--- src/design/i2cm_pkg.sv ---
// shared types, codes and phase tables for the i2c master bit engine
package i2cm_pkg;

   // command codes carried in the mode field
   typedef enum logic [2:0] {
      MODE_NONE     = 3'd0,
      MODE_START    = 3'd1,
      MODE_STOP     = 3'd2,
      MODE_SEND     = 3'd3,
      MODE_READ     = 3'd4,
      MODE_ACK      = 3'd5,
      MODE_NACK     = 3'd6,
      MODE_WAIT_ACK = 3'd7
   } mode_type;

   // line action of one phase: drive low, release, keep, or send data bit
   typedef enum logic [1:0] {
      LVL_LOW  = 2'd0,
      LVL_HIGH = 2'd1,
      LVL_KEEP = 2'd2,
      LVL_DATA = 2'd3
   } lvl_type;

   typedef struct packed {
      lvl_type scl;
      lvl_type sda;
   } phase_type;

   localparam logic [15:0] PHASE_TICKS_RESET = 16'd10;
   localparam logic [3:0]  LAST_BIT          = 4'd7;

   // one input word as held in the input register
   typedef struct packed {
      logic [2:0] mode;
      logic [7:0] tx_byte;
      logic       sda_in;
   } req_item_type;

   // one result word
   typedef struct packed {
      logic       scl_out;
      logic       sda_out;
      logic       busy_res;
      logic       done_res;
      logic [7:0] rx_byte;
      logic       ack_status;
   } rsp_item_type;

   // number of phases in one command (per bit for send and read)
   function automatic logic [2:0] phase_count(input mode_type cmd);
      logic [2:0] n;
      case (cmd)
         MODE_START:    n = 3'd2;
         MODE_STOP:     n = 3'd2;
         MODE_SEND:     n = 3'd4;
         MODE_READ:     n = 3'd3;
         MODE_ACK:      n = 3'd5;
         MODE_NACK:     n = 3'd3;
         MODE_WAIT_ACK: n = 3'd4;
         default:       n = 3'd0;
      endcase
      return n;
   endfunction

   // scl and sda action of each phase
   function automatic phase_type phase_entry(input mode_type cmd, input logic [2:0] phase);
      phase_type e;
      e = '{scl: LVL_LOW, sda: LVL_LOW};
      case (cmd)
         MODE_START: begin
            case (phase)
               3'd0:    e = '{scl: LVL_HIGH, sda: LVL_HIGH};
               3'd1:    e = '{scl: LVL_KEEP, sda: LVL_LOW};
               default: e = '{scl: LVL_LOW,  sda: LVL_LOW};
            endcase
         end
         MODE_STOP: begin
            case (phase)
               3'd0:    e = '{scl: LVL_HIGH, sda: LVL_LOW};
               3'd1:    e = '{scl: LVL_KEEP, sda: LVL_HIGH};
               default: e = '{scl: LVL_LOW,  sda: LVL_LOW};
            endcase
         end
         MODE_SEND: begin
            case (phase)
               3'd0:    e = '{scl: LVL_LOW,  sda: LVL_LOW};
               3'd1:    e = '{scl: LVL_KEEP, sda: LVL_DATA};
               3'd2:    e = '{scl: LVL_HIGH, sda: LVL_KEEP};
               3'd3:    e = '{scl: LVL_LOW,  sda: LVL_KEEP};
               default: e = '{scl: LVL_LOW,  sda: LVL_LOW};
            endcase
         end
         MODE_READ: begin
            case (phase)
               3'd0:    e = '{scl: LVL_LOW,  sda: LVL_KEEP};
               3'd1:    e = '{scl: LVL_HIGH, sda: LVL_KEEP};
               3'd2:    e = '{scl: LVL_LOW,  sda: LVL_KEEP};
               default: e = '{scl: LVL_LOW,  sda: LVL_LOW};
            endcase
         end
         MODE_ACK: begin
            case (phase)
               3'd0:    e = '{scl: LVL_LOW,  sda: LVL_HIGH};
               3'd1:    e = '{scl: LVL_KEEP, sda: LVL_LOW};
               3'd2:    e = '{scl: LVL_HIGH, sda: LVL_KEEP};
               3'd3:    e = '{scl: LVL_LOW,  sda: LVL_KEEP};
               3'd4:    e = '{scl: LVL_KEEP, sda: LVL_HIGH};
               default: e = '{scl: LVL_LOW,  sda: LVL_LOW};
            endcase
         end
         MODE_NACK: begin
            case (phase)
               3'd0:    e = '{scl: LVL_LOW,  sda: LVL_HIGH};
               3'd1:    e = '{scl: LVL_HIGH, sda: LVL_KEEP};
               3'd2:    e = '{scl: LVL_LOW,  sda: LVL_KEEP};
               default: e = '{scl: LVL_LOW,  sda: LVL_LOW};
            endcase
         end
         MODE_WAIT_ACK: begin
            case (phase)
               3'd0:    e = '{scl: LVL_LOW,  sda: LVL_HIGH};
               3'd1:    e = '{scl: LVL_HIGH, sda: LVL_KEEP};
               3'd2:    e = '{scl: LVL_KEEP, sda: LVL_KEEP};
               3'd3:    e = '{scl: LVL_LOW,  sda: LVL_KEEP};
               default: e = '{scl: LVL_LOW,  sda: LVL_LOW};
            endcase
         end
         default: e = '{scl: LVL_LOW, sda: LVL_LOW};
      endcase
      return e;
   endfunction

endpackage

--- src/design/i2cm_channels.sv ---
// valid/ready channel interfaces for request and response words

interface i2cm_req_if;
   logic       valid;
   logic       ready;
   logic [2:0] mode;
   logic [7:0] tx_byte;
   logic       sda_in;

   modport source (output valid, output mode, output tx_byte, output sda_in, input ready);
   modport sink   (input valid, input mode, input tx_byte, input sda_in, output ready);
endinterface

interface i2cm_rsp_if;
   logic       valid;
   logic       ready;
   logic       scl_out;
   logic       sda_out;
   logic       busy_res;
   logic       done_res;
   logic [7:0] rx_byte;
   logic       ack_status;

   modport source (output valid, output scl_out, output sda_out, output busy_res,
                   output done_res, output rx_byte, output ack_status, input ready);
   modport sink   (input valid, input scl_out, input sda_out, input busy_res,
                   input done_res, input rx_byte, input ack_status, output ready);
endinterface

--- src/design/i2cm_in_stage.sv ---
// input register stage for request words
module i2cm_in_stage (
   input  logic                  clock,
   input  logic                  reset,
   i2cm_req_if.sink              req_ch,
   input  logic                  take,
   output logic                  item_valid,
   output i2cm_pkg::req_item_type item
);
   import i2cm_pkg::*;

   logic         valid_ff;
   logic         valid_in;
   req_item_type item_ff;
   logic         accept;

   // room when empty or when the held word moves on this cycle
   assign req_ch.ready = !valid_ff || take;
   assign accept       = req_ch.valid && req_ch.ready;

   always_comb begin
      valid_in = valid_ff;
      if (accept) begin
         valid_in = 1'b1;
      end else if (take) begin
         valid_in = 1'b0;
      end
   end

   always_ff @(posedge clock) begin
      if (reset) begin
         valid_ff <= 1'b0;
      end else begin
         valid_ff <= valid_in;
      end
   end

   // payload capture
   always_ff @(posedge clock) begin
      if (accept) begin
         item_ff <= '{mode: req_ch.mode, tx_byte: req_ch.tx_byte, sda_in: req_ch.sda_in};
      end
   end

   assign item_valid = valid_ff;
   assign item       = item_ff;
endmodule

--- src/design/i2cm_engine.sv ---
// bit engine state and next-state logic, advanced one tick per word
module i2cm_engine (
   input  logic                   clock,
   input  logic                   reset,
   input  logic                   csr_wr_en,
   input  logic [15:0]            csr_wr_data,
   input  logic                   step,
   input  i2cm_pkg::req_item_type item,
   output i2cm_pkg::rsp_item_type result
);
   import i2cm_pkg::*;

   logic [15:0] phase_ticks_ff;
   mode_type    cmd_ff,   cmd_in;
   logic [2:0]  phase_ff, phase_in;
   logic [15:0] tick_ff,  tick_in;
   logic [3:0]  bit_ff,   bit_in;
   logic [7:0]  shift_ff, shift_in;
   logic [7:0]  read_ff,  read_in;
   logic        ack_ff,   ack_in;
   logic [1:0]  lines_ff, lines_in;

   logic [15:0] limit;
   logic [15:0] tick_inc;
   logic        done;
   logic        apply;
   phase_type   ph;
   mode_type    mode;

   assign limit = (phase_ticks_ff == 16'd0) ? 16'd1 : phase_ticks_ff;
   assign mode  = mode_type'(item.mode);

   // phase timing, sampling and command sequencing
   always_comb begin
      cmd_in   = cmd_ff;
      phase_in = phase_ff;
      tick_in  = tick_ff;
      bit_in   = bit_ff;
      shift_in = shift_ff;
      read_in  = read_ff;
      ack_in   = ack_ff;
      done     = 1'b0;
      apply    = 1'b0;
      tick_inc = (tick_ff != 16'hFFFF) ? tick_ff + 16'd1 : tick_ff;
      if (cmd_ff != MODE_NONE) begin
         tick_in = tick_inc;
         if (tick_inc >= limit) begin
            tick_in = 16'd0;
            // sample sda as the scl-high phase ends
            if (phase_ff == 3'd1 && cmd_ff == MODE_READ) begin
               shift_in = {shift_ff[6:0], item.sda_in};
            end
            if (phase_ff == 3'd1 && cmd_ff == MODE_WAIT_ACK) begin
               ack_in = item.sda_in;
            end
            if ({1'b0, phase_ff} + 4'd1 >= {1'b0, phase_count(cmd_ff)}) begin
               if (cmd_ff == MODE_SEND) begin
                  shift_in = {shift_in[6:0], 1'b0};
               end
               if ((cmd_ff == MODE_SEND || cmd_ff == MODE_READ) && bit_ff < LAST_BIT) begin
                  bit_in   = bit_ff + 4'd1;
                  phase_in = 3'd0;
                  apply    = 1'b1;
               end else begin
                  if (cmd_ff == MODE_READ) begin
                     read_in = shift_in;
                  end
                  cmd_in   = MODE_NONE;
                  phase_in = 3'd0;
                  done     = 1'b1;
               end
            end else begin
               phase_in = phase_ff + 3'd1;
               apply    = 1'b1;
            end
         end
      end else if (mode != MODE_NONE) begin
         cmd_in   = mode;
         phase_in = 3'd0;
         tick_in  = 16'd0;
         bit_in   = 4'd0;
         shift_in = (mode == MODE_SEND) ? item.tx_byte : 8'd0;
         apply    = 1'b1;
      end
   end

   // line levels of the phase just entered
   assign ph = phase_entry(cmd_in, phase_in);

   always_comb begin
      lines_in = lines_ff;
      if (apply) begin
         if (ph.scl != LVL_KEEP) begin
            lines_in[1] = ph.scl[0];
         end
         if (ph.sda == LVL_DATA) begin
            lines_in[0] = shift_in[7];
         end else if (ph.sda != LVL_KEEP) begin
            lines_in[0] = ph.sda[0];
         end
      end
   end

   // result word for this tick
   always_comb begin
      result.scl_out    = lines_in[1];
      result.sda_out    = lines_in[0];
      result.busy_res   = (cmd_in != MODE_NONE);
      result.done_res   = done;
      result.rx_byte    = read_in;
      result.ack_status = ack_in;
   end

   // state commit
   always_ff @(posedge clock) begin
      if (reset) begin
         cmd_ff   <= MODE_NONE;
         phase_ff <= 3'd0;
         tick_ff  <= 16'd0;
         bit_ff   <= 4'd0;
         shift_ff <= 8'd0;
         read_ff  <= 8'd0;
         ack_ff   <= 1'b0;
         lines_ff <= 2'b11;
      end else if (step) begin
         cmd_ff   <= cmd_in;
         phase_ff <= phase_in;
         tick_ff  <= tick_in;
         bit_ff   <= bit_in;
         shift_ff <= shift_in;
         read_ff  <= read_in;
         ack_ff   <= ack_in;
         lines_ff <= lines_in;
      end
   end

   // phase length register
   always_ff @(posedge clock) begin
      if (reset) begin
         phase_ticks_ff <= PHASE_TICKS_RESET;
      end else if (csr_wr_en) begin
         phase_ticks_ff <= csr_wr_data;
      end
   end
endmodule

--- src/design/i2cm_out_stage.sv ---
// output register stage for response words
module i2cm_out_stage (
   input  logic                   clock,
   input  logic                   reset,
   input  logic                   load,
   input  i2cm_pkg::rsp_item_type item,
   output logic                   free,
   i2cm_rsp_if.source             rsp_ch
);
   import i2cm_pkg::*;

   logic         valid_ff;
   logic         valid_in;
   rsp_item_type item_ff;

   // slot frees when empty or when the held word is taken
   assign free = !valid_ff || rsp_ch.ready;

   always_comb begin
      valid_in = valid_ff;
      if (load) begin
         valid_in = 1'b1;
      end else if (rsp_ch.ready) begin
         valid_in = 1'b0;
      end
   end

   always_ff @(posedge clock) begin
      if (reset) begin
         valid_ff <= 1'b0;
      end else begin
         valid_ff <= valid_in;
      end
   end

   always_ff @(posedge clock) begin
      if (load) begin
         item_ff <= item;
      end
   end

   assign rsp_ch.valid      = valid_ff;
   assign rsp_ch.scl_out    = item_ff.scl_out;
   assign rsp_ch.sda_out    = item_ff.sda_out;
   assign rsp_ch.busy_res   = item_ff.busy_res;
   assign rsp_ch.done_res   = item_ff.done_res;
   assign rsp_ch.rx_byte    = item_ff.rx_byte;
   assign rsp_ch.ack_status = item_ff.ack_status;
endmodule

--- src/design/i2c_master_bit_engine_top.sv ---
// i2c master bit engine: input register, tick engine, output register
//
// Each request word is one tick of the bit timer. It carries a command code
// (start, stop, send byte, read byte, ack, nack, wait ack), the byte to send
// and the sampled sda level. An idle engine starts the command it receives;
// a command seen while busy is dropped. Every tick yields exactly one
// response word with the scl/sda drive, busy, a done pulse, the last read
// byte and the last ack status.
// csr_wr_en/csr_wr_data set the phase length in ticks (reset 10, 0 acts
// as 1); write it only while the engine is idle.
// A taken request word waits in the input register; its response word
// is held in the output register. Throughput: one word per cycle while
// rsp_ch takes words, set by the single engine state update per tick.
// Reset clears both stages and returns the engine to idle with both lines
// released. When the response side stalls, the output register holds its
// word, the input register holds the next one, and req_ch.ready drops.
module i2c_master_bit_engine_top (
   input  logic        clock,
   input  logic        reset,
   input  logic        csr_wr_en,
   input  logic [15:0] csr_wr_data,
   i2cm_req_if.sink    req_ch,
   i2cm_rsp_if.source  rsp_ch
);
   import i2cm_pkg::*;

   logic         in_valid;
   logic         out_free;
   logic         step;
   req_item_type in_item;
   rsp_item_type out_item;

   // one tick is processed when a word is held and the output slot is free
   assign step = in_valid && out_free;

   i2cm_in_stage u_in_stage (
      .clock      (clock),
      .reset      (reset),
      .req_ch     (req_ch),
      .take       (step),
      .item_valid (in_valid),
      .item       (in_item)
   );

   i2cm_engine u_engine (
      .clock       (clock),
      .reset       (reset),
      .csr_wr_en   (csr_wr_en),
      .csr_wr_data (csr_wr_data),
      .step        (step),
      .item        (in_item),
      .result      (out_item)
   );

   i2cm_out_stage u_out_stage (
      .clock  (clock),
      .reset  (reset),
      .load   (step),
      .item   (out_item),
      .free   (out_free),
      .rsp_ch (rsp_ch)
   );
endmodule

--- src/flat_wrapper.sv ---
// flat-port wrapper written by rule: the top's interface ports become plain ports
module i2c_master_bit_engine_top_flat import i2cm_pkg::*;
  (clock, reset, csr_wr_en, csr_wr_data, req_ch_valid, req_ch_mode, req_ch_tx_byte, req_ch_sda_in, req_ch_ready, rsp_ch_valid, rsp_ch_scl_out, rsp_ch_sda_out, rsp_ch_busy_res, rsp_ch_done_res, rsp_ch_rx_byte, rsp_ch_ack_status, rsp_ch_ready);
  i2cm_req_if req_ch_i ();
  i2cm_rsp_if rsp_ch_i ();
  input  logic clock;
  input  logic reset;
  input  logic csr_wr_en;
  input  logic [15:0] csr_wr_data;
  input wire logic [$bits(req_ch_i.valid)-1:0] req_ch_valid;
  input wire logic [$bits(req_ch_i.mode)-1:0] req_ch_mode;
  input wire logic [$bits(req_ch_i.tx_byte)-1:0] req_ch_tx_byte;
  input wire logic [$bits(req_ch_i.sda_in)-1:0] req_ch_sda_in;
  output wire logic [$bits(req_ch_i.ready)-1:0] req_ch_ready;
  output wire logic [$bits(rsp_ch_i.valid)-1:0] rsp_ch_valid;
  output wire logic [$bits(rsp_ch_i.scl_out)-1:0] rsp_ch_scl_out;
  output wire logic [$bits(rsp_ch_i.sda_out)-1:0] rsp_ch_sda_out;
  output wire logic [$bits(rsp_ch_i.busy_res)-1:0] rsp_ch_busy_res;
  output wire logic [$bits(rsp_ch_i.done_res)-1:0] rsp_ch_done_res;
  output wire logic [$bits(rsp_ch_i.rx_byte)-1:0] rsp_ch_rx_byte;
  output wire logic [$bits(rsp_ch_i.ack_status)-1:0] rsp_ch_ack_status;
  input wire logic [$bits(rsp_ch_i.ready)-1:0] rsp_ch_ready;
  assign req_ch_i.valid = req_ch_valid;
  assign req_ch_i.mode = req_ch_mode;
  assign req_ch_i.tx_byte = req_ch_tx_byte;
  assign req_ch_i.sda_in = req_ch_sda_in;
  assign req_ch_ready = req_ch_i.ready;
  assign rsp_ch_valid = rsp_ch_i.valid;
  assign rsp_ch_scl_out = rsp_ch_i.scl_out;
  assign rsp_ch_sda_out = rsp_ch_i.sda_out;
  assign rsp_ch_busy_res = rsp_ch_i.busy_res;
  assign rsp_ch_done_res = rsp_ch_i.done_res;
  assign rsp_ch_rx_byte = rsp_ch_i.rx_byte;
  assign rsp_ch_ack_status = rsp_ch_i.ack_status;
  assign rsp_ch_i.ready = rsp_ch_ready;
  i2c_master_bit_engine_top u_core (.clock(clock), .reset(reset), .csr_wr_en(csr_wr_en), .csr_wr_data(csr_wr_data), .req_ch(req_ch_i), .rsp_ch(rsp_ch_i));
endmodule
--- config.mk ---
export PLATFORM = sky130hd
export DESIGN_NAME = i2c_master_bit_engine_top_flat
export DESIGN_NICKNAME = d
export VERILOG_FILES = /design/src/design/i2cm_pkg.sv /design/src/design/i2cm_channels.sv /design/src/design/i2cm_in_stage.sv /design/src/design/i2cm_engine.sv /design/src/design/i2cm_out_stage.sv /design/src/design/i2c_master_bit_engine_top.sv /design/src/flat_wrapper.sv
export SDC_FILE = /design/constraint.sdc
export NUM_CORES = 1
export LEC_CHECK = 0
export BUFFER_PORTS_ARGS = -buffer_cell sky130_fd_sc_hd__buf_2
export CORE_MARGIN = 5
export CORE_UTILIZATION = 54
export DETAILED_ROUTE_END_ITERATION = 8
export PLACE_DENSITY_LB_ADDON = 0.3
export SLEW_MARGIN = 10
export SYNTH_ARGS = -nofsm -noshare
export SYNTH_HDL_FRONTEND = slang
export SYNTH_SLANG_ARGS = --single-unit
export TNS_END_PERCENT = 100
--- constraint.sdc ---
create_clock -name clock -period 4.2 [get_ports clock]
set_input_delay 0.42 -clock clock [delete_from_list [all_inputs] [get_ports clock]]
set_output_delay 0.42 -clock clock [all_outputs]
set_load 0.005 [all_outputs]
* After elaboration in Yosys (flattened, before gate mapping)
Index checks and enable logic that the tools add are counted.
Storage, ports and cells: register bits 88, bits of input ports 33, output and inout port bits 15, word-level logic and storage cells 140
Operators by class: add/subtract/negate cells 4, $lt $le $gt $ge 3, equality and inequality tests 27, muxes and demuxes 59, reduce and logical (&&, ||, !) cells 26
Operators with widths (number):
- two-way mux 8 bit | 12
- two-way mux 16 bit | 5
- two-way mux 3 bit | 11
- one-hot mux 4 bit (7 select lines) | 1
- == test 3 bit (second input constant) | 9
- == test 3 x 2 -> 1 bit (second input constant) | 7
- two-way mux 4 bit | 5
- one-hot mux 4 bit (5 select lines) | 1
- adder 16 x 1 -> 16 bit (second input constant) | 1
- greater-or-equal comparator 16 bit | 1
- zero test 16 bit | 1
- two-way mux 1 bit | 16
- != test 16 bit (second input constant) | 1
- one-hot mux 4 bit (2 select lines) | 2
- one-hot mux 4 bit (4 select lines) | 1
- == test 3 x 1 -> 1 bit (second input constant) | 4
- one-hot mux 3 bit (4 select lines) | 1
- one-hot mux 4 bit (3 select lines) | 1
- one-hot mux 3 bit (3 select lines) | 1
- nonzero test 3 bit | 3
- OR reduction 2 bit | 4
- != test 2 x 1 -> 1 bit (second input constant) | 3
- one-hot mux 3 bit (2 select lines) | 1
- AND reduction 3 bit | 2
- other kinds (15) | 25

* Logic depth before layout (Yosys ltp)
depth after elaboration 17, mapped depth 21, depth with buffers taken out 19

* Modules after synthesis
From an unflattened synthesis, not the netlist that was laid out.
Second synthesis, totals: cell total of the unflattened synthesis 533, area total of the unflattened synthesis 4887.2 µm²
Modules (own cells, without submodules):
- i2cm_engine | instances 1, cells an instance 498, area each 4028.9 µm², sequential area each 1221.2 µm²
- i2cm_out_stage | instances 1, cells an instance 17, area each 436.7 µm², sequential area each 410.4 µm²
- i2cm_in_stage | instances 1, cells an instance 17, area each 415.4 µm², sequential area each 380.4 µm²
- i2c_master_bit_engine_top | instances 1, cells an instance 1, area each 6.3 µm², sequential area each 0.0 µm²

* Worst setup path after synthesis
OpenSTA, ideal clock, no wires.
kind register to register, start register u_core.u_engine.tick_ff[4], end register u_core.u_out_stage.item_ff (netlist bit u_core.u_out_stage.rsp_ch.scl_out) (data pin), setup time 0.169 ns, arrival 4.200 ns, data required time 4.031 ns, path slack -0.169 ns, stages on the path, launching flop included 20, buffers on the path 1, period minus slack after synthesis 4.369 ns, cells stage by stage dfxtp_1 -> nand4_1 -> nor2_1 -> and4_1 -> and3_1 -> or3b_1 -> clkbuf_1 -> nand2_1 -> nand2_1 -> ha_1 -> nor2b_1 -> o211a_1 -> o311a_4 -> nor3_4 -> a211o_1 -> a21oi_2 -> or3_1 -> a2111oi_1 -> o21ai_0 -> o31ai_1
RTL lines:
- start, declared | line i2cm_engine.sv:16 | logic [15:0] tick_ff, tick_in;
- start signal, assigned | line i2cm_engine.sv:128 | tick_ff <= tick_in;
- end signal, assigned | line i2cm_out_stage.sv:38 | item_ff <= item;
- end, declared | line i2cm_out_stage.sv:14 | rsp_item_type item_ff;

==> run metrics <==
status=finished with violations; failing checks=negative setup slack; clock-pin slew on the worst setup and hold paths=0.10 ns; DPL Wire Length=8530 µm; dpl ws=-0.3337 ns; Leakage=2.439 nW; layout cells sized above 1=27.75%; Clock Skew=0.01455 ns; Final Max Tran Viols=0; antenna violations before repair=0; root buf cell=clkbuf_8; wirelength, routed=12370 µm; routed vias=4378; CP cell instances=nand4_1 -> nor2_4 -> and4_4 -> and3_4 -> or3b_4 -> buf_6 -> xnor2_2 -> ha_1 -> a31oi_1 -> nor2b_1 -> o311a_4 -> o31ai_4 -> a22oi_2 -> or4_1 -> a31o_1 -> a21o_1 -> o211ai_1; syn avg cell area=8.986 µm²; core area=8678 µm²; slew at the pin closest to its max-slew limit=1.212 ns; CP max stage cell=or4_1; WP data arrival=4.68 ns; die height=104.2 µm; number of synthesized flops with an enable pin=25; die area=10850 µm²; non-filler cells, final=735; worst path bufs/invs=1; YS warnings=0; Max Clk Rate=0.2233 GHz; CP max stage delay=0.55 ns; synth-to-layout area growth=24.16%; Skew-Pair Late Insertion Delay=0.37 ns; Yosys top cell area share=26.33%; Hold Fails Final Rpt=0; hold-fix buffers at CTS=0; Startpoint Class=flip-flop; cell taking the most area after synthesis=dfxtp_1; vias in the first global route=4279; FP Rows=34; Syn Inst Count=533; Final ANT Viol Nets=0; Total Routing Usage GR=22.20%; I/O pin cnt=48; total CTS buffers=9; period utilization=106.6%; final instance area=5947 µm²; clk sinks=88; port bufs=47; Post-synth ARST share=0%; Yosys cell types=75; Synth Flop Type=dfxtp_1; drt wl/cell=16.83 µm; GP Congestion=0.9320; maxcap violations=0; DRC Markers=0; pwr/cell area=326.4 nW/µm²; Final setup violation count=4; Setup crit end kind=flip-flop; filler cell count=675; FF+latch count, synth=88; peak supply drop=0.0001884 V; Synth top cells by count=nor2_1 (75), dfxtp_1 (63), nand2_1 (53), a21oi_1 (37), mux2i_1 (29); Placed Area=5424 µm²; H-tree depth=3; final core utilization=68.53%; first-pass GRT wire length=19990 µm; RSZ-0062 raised after global routing=yes; Tot Pwr=1.941 mW; crit path time final=4.477 ns; worst hold path class=in2reg; DIE WIDTH=104.2 µm; n_diodes=0; DR iter-0 viols=221; Setup Total Neg Slack=-0.8627 ns; global route total overflow=0; crit path max fanout=8; register area share after synthesis=42.01%; slew margin rel.=19.19%; top post-synthesis cells by area=dfxtp_1 (26%), edfxtp_1 (16%), mux2i_1 (6.1%); CTS tree=built; first-pass iteration count of the detailed router=5; nets=678; starting density of the core=55.19%; Post-Syn Nets=589; worst-case clock buffer depth=2; Mapped Area=4790 µm²; hold slack final=0.2209 ns; Worst path top cell family by delay=simple AND/OR/NAND/NOR gates; largest net degree at the start of global routing=62; final worst slack=-0.2773 ns; drt via density=5.956; Cells after DPL=710; Worst EP required=4.40 ns; critical path class=reg2reg; count leader, synth=nor2_1
cells by family (layout without fill, tap and decap cells):
group / after synthesis / count (layout) / synth area share [%]
flops: 88 / 88 / 42.01
fa+ha+maj: 23 / 23 / 6.008
simple gates: 200 / 200 / 19.80
mux: 31 / 31 / 6.531
xor+xnor: 12 / 12 / 2.195
compound gates: 131 / 131 / 19.38
buf+inv: 48 / 142 / 4.075
final cells by class:
| type | instances | area, µm² | share of cell area, % |
|---|---|---|---|
| Tap cell | 108 | 135.1 | 2.272 |
| Sequential cell | 88 | 2017 | 33.92 |
| Multi-Input combinational cell | 397 | 2819 | 47.40 |
| Clock buffer | 10 | 127.6 | 2.146 |
| Inverter | 24 | 90.09 | 1.515 |
| Timing Repair Buffer | 102 | 668.1 | 11.24 |
| Clock inverter | 6 | 90.09 | 1.515 |
flip-flops by register name (all words and copies together) (netlist names):
signal                                cells
u_core.u_out_stage.rsp_ch.busy_res        1
u_core.u_out_stage.rsp_ch.ack_status      1
u_core.u_out_stage.rsp_ch.scl_out         1
u_core.u_engine.cmd_ff                    3
u_core.u_in_stage.item                   12
u_core.u_engine.phase_ff                  3
u_core.u_engine.read_ff                   8
u_core.u_out_stage.rsp_ch.rx_byte         8
u_core.u_engine.phase_ticks_ff           16
u_core.u_engine.shift_ff                  8
u_core.u_out_stage.rsp_ch.done_res        1
u_core.u_out_stage.rsp_ch.sda_out         1
u_core.u_in_stage.item_valid              1
u_core.u_engine.lines_ff                  2
u_core.u_engine.bit_ff                    4
u_core.u_engine.tick_ff                  16
u_core.u_out_stage.rsp_ch.valid           1
u_core.u_engine.ack_ff                    1
what timing repair did:
action                                  in CTS  in global routing
resized for setup                           13                 36
cloned                                       0                  0
buffers inserted                             4                  5
pin swaps                                   11                 21
endpoints found under the setup margin       4                 38
power by group:
group	switching (mW)	internal, mW	leakage (nW)	total, mW
sequential	0.0347	0.911	0.760	0.946
clock	0.320	0.339	0.107	0.659
combinational	0.197	0.139	1.57	0.336
placed cells by master (no fill, tap or decap), types with 4 or more instances in the layout:
cell      Yosys  final
dfxtp_2       0      4
nand3_1      14     11
clkbuf_8      0      9
a21oi_1      37     34
o21ai_1       5      7
nor3_4        1      4
a22oi_1      14     14
buf_2         3     47
o211ai_1      5      5
inv_1        23     23
mux2i_1      29     29
nor2_1       75     70
o21ai_0      16     14
ha_1         23     22
dfxtp_1      63     59
nor2b_1       4      4
nor3_1       14     10
a21oi_2       2      4
nand2_1      53     51
xnor2_1       9      7
buf_4         1     52
edfxtp_1     25     25
a211oi_1     17     16
worst register-to-register path, stage by stage, from the launching register on:
cell and delay, ns:
dfxtp_2 0.34, nand4_1 0.18, nor2_4 0.19, and4_4 0.26, and3_4 0.19, or3b_4 0.46
buf_6 0.16, xnor2_2 0.12, ha_1 0.29, a31oi_1 0.13, nor2b_1 0.07, o311a_4 0.40
o31ai_4 0.32, a22oi_2 0.09, or4_1 0.56, a31o_1 0.25, a21o_1 0.17, o211ai_1 0.15
worst paths after layout:
path	to	slack, ns	depth (start not counted)	start
hold reg to reg	u_core.u_engine.read_ff[2]	0.46	2	u_core.u_engine.read_ff[2]
setup reg to reg	u_core.u_out_stage.rsp_ch.sda_out	-0.28	17	u_core.u_engine.tick_ff[4]
hold / removal	u_core.u_in_stage.item[7]	0.22	1	req_ch_tx_byte[6]
setup / recovery	u_core.u_out_stage.rsp_ch.sda_out	-0.28	17	u_core.u_engine.tick_ff[4]
per-layer routing:
layer  GRT usage (%)  vias to the layer above  routed length [µm]
li1                -                     2109                   -
met1           26.11                     2105                5005
met2           38.25                      125                6266
met3           4.531                       39                 627
met4           11.01                        0                 467
met5               0                        -                   0
(Power assumes the default switching activity.)
